$ cat config.mk
export PLATFORM = sky130hd
export DESIGN_NAME = aeas_dir
export DESIGN_NICKNAME = d
export VERILOG_FILES = /design/src/sv/aeas_pkg.sv /design/src/sv/aeas_dir.sv
export VERILOG_INCLUDE_DIRS = /design/src /design/src/sv
export SDC_FILE = /design/constraint.sdc
export NUM_CORES = 1
export LEC_CHECK = 0
export ABC_AREA = 1
export BUFFER_PORTS_ARGS = -buffer_cell sky130_fd_sc_hd__clkbuf_2
export CAP_MARGIN = 20
export CELL_PAD_IN_SITES_DETAIL_PLACEMENT = 0
export CELL_PAD_IN_SITES_GLOBAL_PLACEMENT = 1
export CORE_MARGIN = 2
export CORE_UTILIZATION = 35
export DETAILED_ROUTE_END_ITERATION = 12
export HOLD_SLACK_MARGIN = 0.06
export PLACE_DENSITY_LB_ADDON = 0.25
export SYNTH_ARGS = -nofsm -noshare
export SYNTH_HDL_FRONTEND = slang
export SYNTH_SLANG_ARGS = --single-unit
$ cat constraint.sdc
create_clock -name clk_i -period 2.4 [get_ports clk_i]
set_input_delay 0.24 -clock clk_i [delete_from_list [all_inputs] [get_ports clk_i]]
set_output_delay 0.24 -clock clk_i [all_outputs]
set_load 0.01 [all_outputs]
$ cat src/sv/auto_extending_array_store_macros.svh
// Assertion macros for the array store.
// Each macro expects clk_i and rst_ni in the scope of its use.
`ifndef AUTO_EXTENDING_ARRAY_STORE_MACROS_SVH
`define AUTO_EXTENDING_ARRAY_STORE_MACROS_SVH

`ifndef NO_ASSERTIONS

`define AEAS_ASSERT(lbl, prop) \
  lbl: assert property (@(posedge clk_i) disable iff (!rst_ni) prop) \
    else $error("aeas check failed");

`define AEAS_ASSERT_NEVER(lbl, expr) \
  `AEAS_ASSERT(lbl, !(expr))

`else

`define AEAS_ASSERT(lbl, prop)

`define AEAS_ASSERT_NEVER(lbl, expr)

`endif

`endif

$ cat src/sv/aeas_pkg.sv
package aeas_pkg;

  localparam int DEF_ARRAY_COUNT = 16;
  localparam int DEF_ARRAY_SIZE  = 1024;

  localparam int CMD_W   = 1;
  localparam int ARR_W   = 4;
  localparam int IDX_W   = 64;
  localparam int TAG_W   = 4;
  localparam int PAY_W   = 64;
  localparam int STAT_W  = 3;
  localparam int CELL_W  = TAG_W + PAY_W;

  typedef enum logic [CMD_W-1:0] {
    CMD_WRITE = 1'b0,
    CMD_READ  = 1'b1
  } cmd_e;

  typedef enum logic [STAT_W-1:0] {
    ST_OK           = 3'd0,
    ST_NEG_INDEX    = 3'd1,
    ST_TOO_LARGE    = 3'd2,
    ST_NO_ARRAY     = 3'd3,
    ST_OUT_OF_RANGE = 3'd4
  } status_e;

  typedef struct packed {
    status_e status;
    logic    wr_en;
    logic    rd_ok;
  } dec_t;

endpackage

$ cat src/sv/aeas_dir.sv
`include "auto_extending_array_store_macros.svh"

module aeas_dir #(
  parameter int ARRAY_COUNT = aeas_pkg::DEF_ARRAY_COUNT,
  parameter int ARRAY_SIZE  = aeas_pkg::DEF_ARRAY_SIZE
) (
  input  logic                        clk_i,
  input  logic                        rst_ni,
  input  logic                        en_i,
  input  logic [aeas_pkg::CMD_W-1:0]  cmd_i,
  input  logic [aeas_pkg::ARR_W-1:0]  arr_i,
  input  logic [aeas_pkg::IDX_W-1:0]  idx_i,
  output aeas_pkg::dec_t              dec_o
);

  localparam int NW = (ARRAY_COUNT > 1) ? $clog2(ARRAY_COUNT) : 1;
  localparam int IW = $clog2(ARRAY_SIZE);
  localparam int LW = $clog2(ARRAY_SIZE + 1);

  logic          ex_q  [ARRAY_COUNT];
  logic [LW-1:0] len_q [ARRAY_COUNT];

  logic          in_range;
  logic [NW-1:0] a;
  logic          cur_ex;
  logic [LW-1:0] cur_len;
  logic [LW-1:0] new_len;
  logic          idx_neg;
  logic          too_big;
  logic          past_len;
  aeas_pkg::dec_t dec;

  assign in_range = 32'(arr_i) < 32'(ARRAY_COUNT);
  assign a        = NW'(arr_i);
  assign cur_ex   = ex_q[a];
  assign cur_len  = len_q[a];
  assign new_len  = LW'(idx_i[IW-1:0]) + LW'(1);
  assign idx_neg  = idx_i[aeas_pkg::IDX_W-1];
  assign too_big  = idx_i >= aeas_pkg::IDX_W'(ARRAY_SIZE);
  assign past_len = idx_i >= aeas_pkg::IDX_W'(cur_len);

  always_comb begin
    dec.status = aeas_pkg::ST_OK;
    dec.wr_en  = 1'b0;
    dec.rd_ok  = 1'b0;
    unique case (aeas_pkg::cmd_e'(cmd_i))
      aeas_pkg::CMD_WRITE: begin
        if (idx_neg) begin
          dec.status = aeas_pkg::ST_NEG_INDEX;
        end else if (too_big) begin
          dec.status = aeas_pkg::ST_TOO_LARGE;
        end else if (!in_range) begin
          dec.status = aeas_pkg::ST_NO_ARRAY;
        end else begin
          dec.wr_en = 1'b1;
        end
      end
      aeas_pkg::CMD_READ: begin
        if (!in_range || !cur_ex) begin
          dec.status = aeas_pkg::ST_NO_ARRAY;
        end else if (idx_neg || past_len) begin
          dec.status = aeas_pkg::ST_OUT_OF_RANGE;
        end else begin
          dec.rd_ok = 1'b1;
        end
      end
      default: begin
        dec.status = aeas_pkg::ST_OK;
      end
    endcase
  end

  // create the array and grow its length
  always_ff @(posedge clk_i or negedge rst_ni) begin
    if (!rst_ni) begin
      for (int i = 0; i < ARRAY_COUNT; i++) begin
        ex_q[i]  <= 1'b0;
        len_q[i] <= '0;
      end
    end else if (en_i && dec.wr_en) begin
      ex_q[a] <= 1'b1;
      if (new_len > cur_len) begin
        len_q[a] <= new_len;
      end
    end
  end

  assign dec_o = dec;

  `AEAS_ASSERT(a_len_only_when_exists, (en_i && in_range && !cur_ex) |-> (cur_len == '0))
  `AEAS_ASSERT(a_write_sets_exists,
               (en_i && dec.wr_en) |=> ex_q[$past(a)])
  `AEAS_ASSERT_NEVER(a_len_over_size, en_i && in_range && (32'(cur_len) > 32'(ARRAY_SIZE)))

endmodule

; ---- After elaboration in Yosys (flattened, before gate mapping)
; Index checks and enable logic that the tools add are counted.
[totals]
register_bits = 192
in_bits = 72
output_inout_bits = 5
wordCells = 67
[op_classes]
addsub = 1
n_lt_le_gt_ge = 5
n_mux = 22
n_bitwise = 3
n_reduce_logical = 4
[ops]
columns = cell, count
row1 = 176-bit bitwise mux, 1
row2 = 64-bit by 11-bit >= comparator with 1-bit output, 1
row3 = "64-bit by 11-bit >= comparator with 1-bit output, second input constant", 1
row4 = 11-bit binary-select mux with 4-bit select, 1
row5 = 11-bit demux with 4-bit select, 1
row6 = 11-bit 2-to-1 mux, 3
row7 = 16-bit OR, 1
row8 = "10-bit by 1-bit adder with 11-bit output, second input constant", 1
row9 = 11-bit greater-than comparator, 1
row10 = 1-bit 2-to-1 mux, 9
row11 = 3-bit 2-to-1 mux, 3
row12 = 3-bit one-hot mux with 2 select lines, 1
row13 = "5-bit >= comparator, second input constant", 1
row14 = "5-bit by 1-bit < comparator with 1-bit output, second input constant", 1
row15 = 4-bit inverter with 5-bit output, 1
row16 = 1-bit binary-select mux with 4-bit select, 1
row17 = 1-bit demux with 4-bit select, 1
row18 = 1-bit logical AND, 2
row19 = 2-bit 2-to-1 mux, 1
row20 = 2-bit AND reduction, 1
row21 = 1-bit logical OR, 1
row22 = 1-bit inverter, 1

; ---- Logic depth before layout (Yosys ltp)
[logic_depth]
word_depth = 9
ltp_mapped = 22
mapped_depth_nobuf = 19

; ---- Worst setup path before layout
; Ideal clock, no wire load.
[synth_timing]
path_type = input to register
startpoint = input port idx_i[0] (netlist name)
endpoint = register len_q[0] (netlist name)
setup_time_ns = 0.117
arrival_ns = 2.659
setup_slack_ns = -0.376
path_stages = 19
cell_sequence = ha_1 > nand3_1 > nor2_1 > nand2_1 > xnor2_2 > clkbuf_1 > ha_1 > nand2_1 > nor2_1 > and2_1 > nand2_1 > nand3_1 > nand2_1 > inv_1 > buf_4 > buf_2 > buf_2 > nand4_1 > nand2_1
[synth_via]
elab_cells_between_ends = 9
[synth_lines]
columns = element, line
row1 = from (decl), aeas_dir.sv:12  ; input logic [aeas_pkg::IDX_W-1:0] idx_i,
row2 = 10-bit by 1-bit adder with 11-bit output, aeas_dir.sv:37  ; assign new_len = LW'(idx_i[IW-1:0]) + LW'(1);
row3 = via new_len[6], aeas_dir.sv:27  ; logic [LW-1:0] new_len;
row4 = 11-bit greater-than comparator, aeas_dir.sv:82  ; if (new_len > cur_len) begin
row5 = 2-bit AND reduction (no line), n/a
row6 = "to (signal, indexed assignment)", aeas_dir.sv:83  ; len_q[a] <= new_len;
row7 = to (decl), aeas_dir.sv:21  ; logic [LW-1:0] len_q [ARRAY_COUNT];
; The timed path passes the listed nets, and every way through them passes these cells.
; A chain may end at the register's enable or synchronous reset.

==> summary.txt <==
Run status
  • Outcome: finished with violations
  • Failing checks: setup timing

STA
  • Final period utilization: 1.23
  • Slew Limit Headroom: 0.593
  • Max-slew violations: 0
  • Fmax: 338 MHz
  • Min Hold Slack: 0.351 ns
  • Setup slack after layout: -0.562 ns
  • RSZ-0062 raised after global routing: yes
  • Slew of the pin with the lowest slew margin: 0.608 ns
  • Final Hold Viols: 0
  • Final Critical Period: 2.96 ns
  • Post-route clock skew: 0.0162 ns
  • Final setup viols: 178

Logic synthesis
  • Avg Inst Size Synth: 8.04 µm²
  • Distinct cells, synth: 32
  • Cells after Synth: 1,285
  • Syn nets: 1,381
  • Synth Register Bits: 192
  • Register area share after synthesis: 0.465
  • Cell Area, Synth: 10,300 µm²
  • Synthesis Warnings: 0

Clocking
  • Total clock sinks: 192
  • # H-tree levels: 4
  • Maximum root-to-sink buffer count: 2
  • Reg clk slew, reported paths: 0.08 ns
  • CTS root buf: clkbuf_16
  • Insertion delay to the later sink of the worst-skew pair: 0.46 ns
  • CTS Buf Count: 17
  • CTS tree: built

Die
  • Die area: 30,900 µm²
  • Row Count: 62
  • Die Span Y: 176 µm
  • Initial Utilization: 0.358
  • Core ar.: 28,900 µm²
  • Die W: 176 µm
  • Number of top-level pins: 77

Finish
  • Most frequent cells in the layout: nand2_1, dfrtp_1, nand4_1, buf_4, nand2_2
  • Fin nets: 1,621
  • Area growth syn-to-layout: 46.0%
  • Utilization of the core after routing: 0.523
  • Most common cell after layout, fill and taps aside: nand2_1
  • Fin cells: 1,922
  • N_diodes: 0
  • Layout cells sized above 1: 0.375

Place
  • Gp weighted congestion: 0.848
  • IO buf count: 76
  • Post-DP HPWL: 24.9 mm
  • Placed cell count: 1,843

Drt
  • Final ANT Viol Nets: 0
  • Detailed Route WL: 40.4 mm
  • Via Count: 10,600
  • DRT met1 WL: 17.9 mm
  • DR WL/cell: 21.0 µm
  • 1st-iter DRT viols: 1,177
  • Pre-antenna DRT Iters: 6
  • Routed wl met2: 19.2 mm
  • Met3 WL: 2.74 mm
  • # DRC: 0
  • Routed vias/inst: 5.51
  • Top sig layer: met4

Global routing
  • Gr ovfl total: 0
  • Vias in the first global route: 9,967
  • Initial antenna violation count: 0
  • Pin count of the biggest net entering global routing: 63
  • First-pass GRT wire length: 58.5 mm
  • GRT Util Overall: 0.246

Pwr
  • Cell area power density: 475 nW/µm²
  • VDD IR max: 0.000482 V
  • P_leak: 7.31 nW
  • Total Power: 7.17 mW

Critical path
  • Crit Path Class: reg2out
  • Reg2reg setup slack: -0.47 ns
  • CP max FO: 2
  • Worst EP arrival: 2.72 ns
  • Startpoint types: register
  • Worst Path Required: 2.16 ns
  • Critical path endpoint category: output pin

Worst hold path
  • HP Class: in2async

Job
  • Max-Cap Viols: 0
[path summary, 6_finish.rpt]
| path | startpoint | end | cells past startpoint |
|---|---|---|---|
| min in group clk_i | en_i | len_q[8]$_DFFE_PN0P_ | 6 |
| hold / removal | rst_ni | len_q[0]$_DFFE_PN0P_ | 2 |
| max in group asynchronous | rst_ni | len_q[123]$_DFFE_PN0P_ | 3 |
| setup reg to reg | len_q[91]$_DFFE_PN0P_ | len_q[154]$_DFFE_PN0P_ | 18 |
| hold reg to reg | ex_q[12]$_DFFE_PN0P_ | ex_q[12]$_DFFE_PN0P_ | 2 |
| setup / recovery | len_q[141]$_DFFE_PN0P_ | dec_o[4] | 15 |
[sequential cells by signal, indices dropped and copies added, names as in the netlist]
register / cells
ex_q: 16
len_q: 176
[worst max-delay path, stage by stage (launching register included)]
cell	delay (ns)
dfrtp_1	0.39
a22oi_2	0.27
a21oi_2	0.12
or2_4	0.25
nor3_4	0.14
buf_6	0.13
ha_4	0.19
nand2_2	0.05
inv_2	0.03
o21bai_1	0.14
nand2_1	0.09
nor2_2	0.11
nand2_1	0.06
a21oi_1	0.11
nor2_1	0.05
buf_2	0.14
[per-layer routing]
layer | vias up | track usage
met5 | - | 0
met4 | 0 | 0.0455
met3 | 51 | 0.0416
met2 | 365 | 0.390
met1 | 5260 | 0.357
li1 | 4922 | -
[report_power, final]
part | internal (mW) | leakage (nW) | switching [mW]
sequential | 3.23 | 2.60 | 0.000000000000000102
combinational | 0.453 | 4.44 | 0.656
clock | 1.39 | 0.274 | 1.43
total | 5.08 | 7.31 | 2.09
[final cells by class]
cell class / count / area, µm²
Sequential cell: 192 / 4800
Timing Repair inverter: 1 / 11.3
Clock inverter: 14 / 120
Tap cell: 384 / 480
Timing Repair Buffer: 321 / 3050
Clock buffer: 18 / 439
Multi-Input combinational cell: 940 / 5940
Fill cell: 2731 / 13800
Inverter: 52 / 251
[synth_stat cells, drive strengths merged]
library cell,count,area share
inv,45,0.016
ha,24,0.029
and2,1,0.00061
buf,67,0.037
dfrtp,192,0.46
o21ai,9,0.0044
xnor2,1,0.0016
nand2,450,0.16
a21o,1,0.00073
o21bai,1,0.00073
clkbuf,40,0.015
nand3,24,0.016
xor2,4,0.0034
nor3,15,0.0073
clkinv,7,0.0025
nor2,68,0.028
or2,10,0.0061
nand4,182,0.11
nor4,1,0.00061
a22oi,88,0.064
a21oi,47,0.023
o22ai,8,0.0048
[logic make-up after synthesis]
logic type,Yosys count,share of synthesized area
adder cells (fa/ha/maj),24,0.0290
XOR/XNOR,5,0.00496
buffers and inverters,159,0.0704
AO/OA/AOI/OAI,154,0.0973
flip-flops,192,0.465
AND/OR/NAND/NOR,751,0.333
[repair_timing]
item	4_1_cts	5_1_grt
setup endpoints to repair	179	179
hold buffers	1	0
buffers inserted	8	16
gates cloned	0	31
pin swaps	65	123
resized for setup	89	207
hold endpoints to repair	58	0
[metrics by stage]
step / cell area, µm² / setup slack [ns] / TNS, ns
finish: 15100 / -0.562 / -73.63
global placement: 12600 / -0.906 / -152.93
floorplan: 10800 / -0.142 / -17.42
detailed placement: 12600 / -0.973 / -159.27
CTS: 13600 / -0.565 / -67.06
global route: 15100 / -0.720 / -94.21
(Power assumes the default switching activity.)
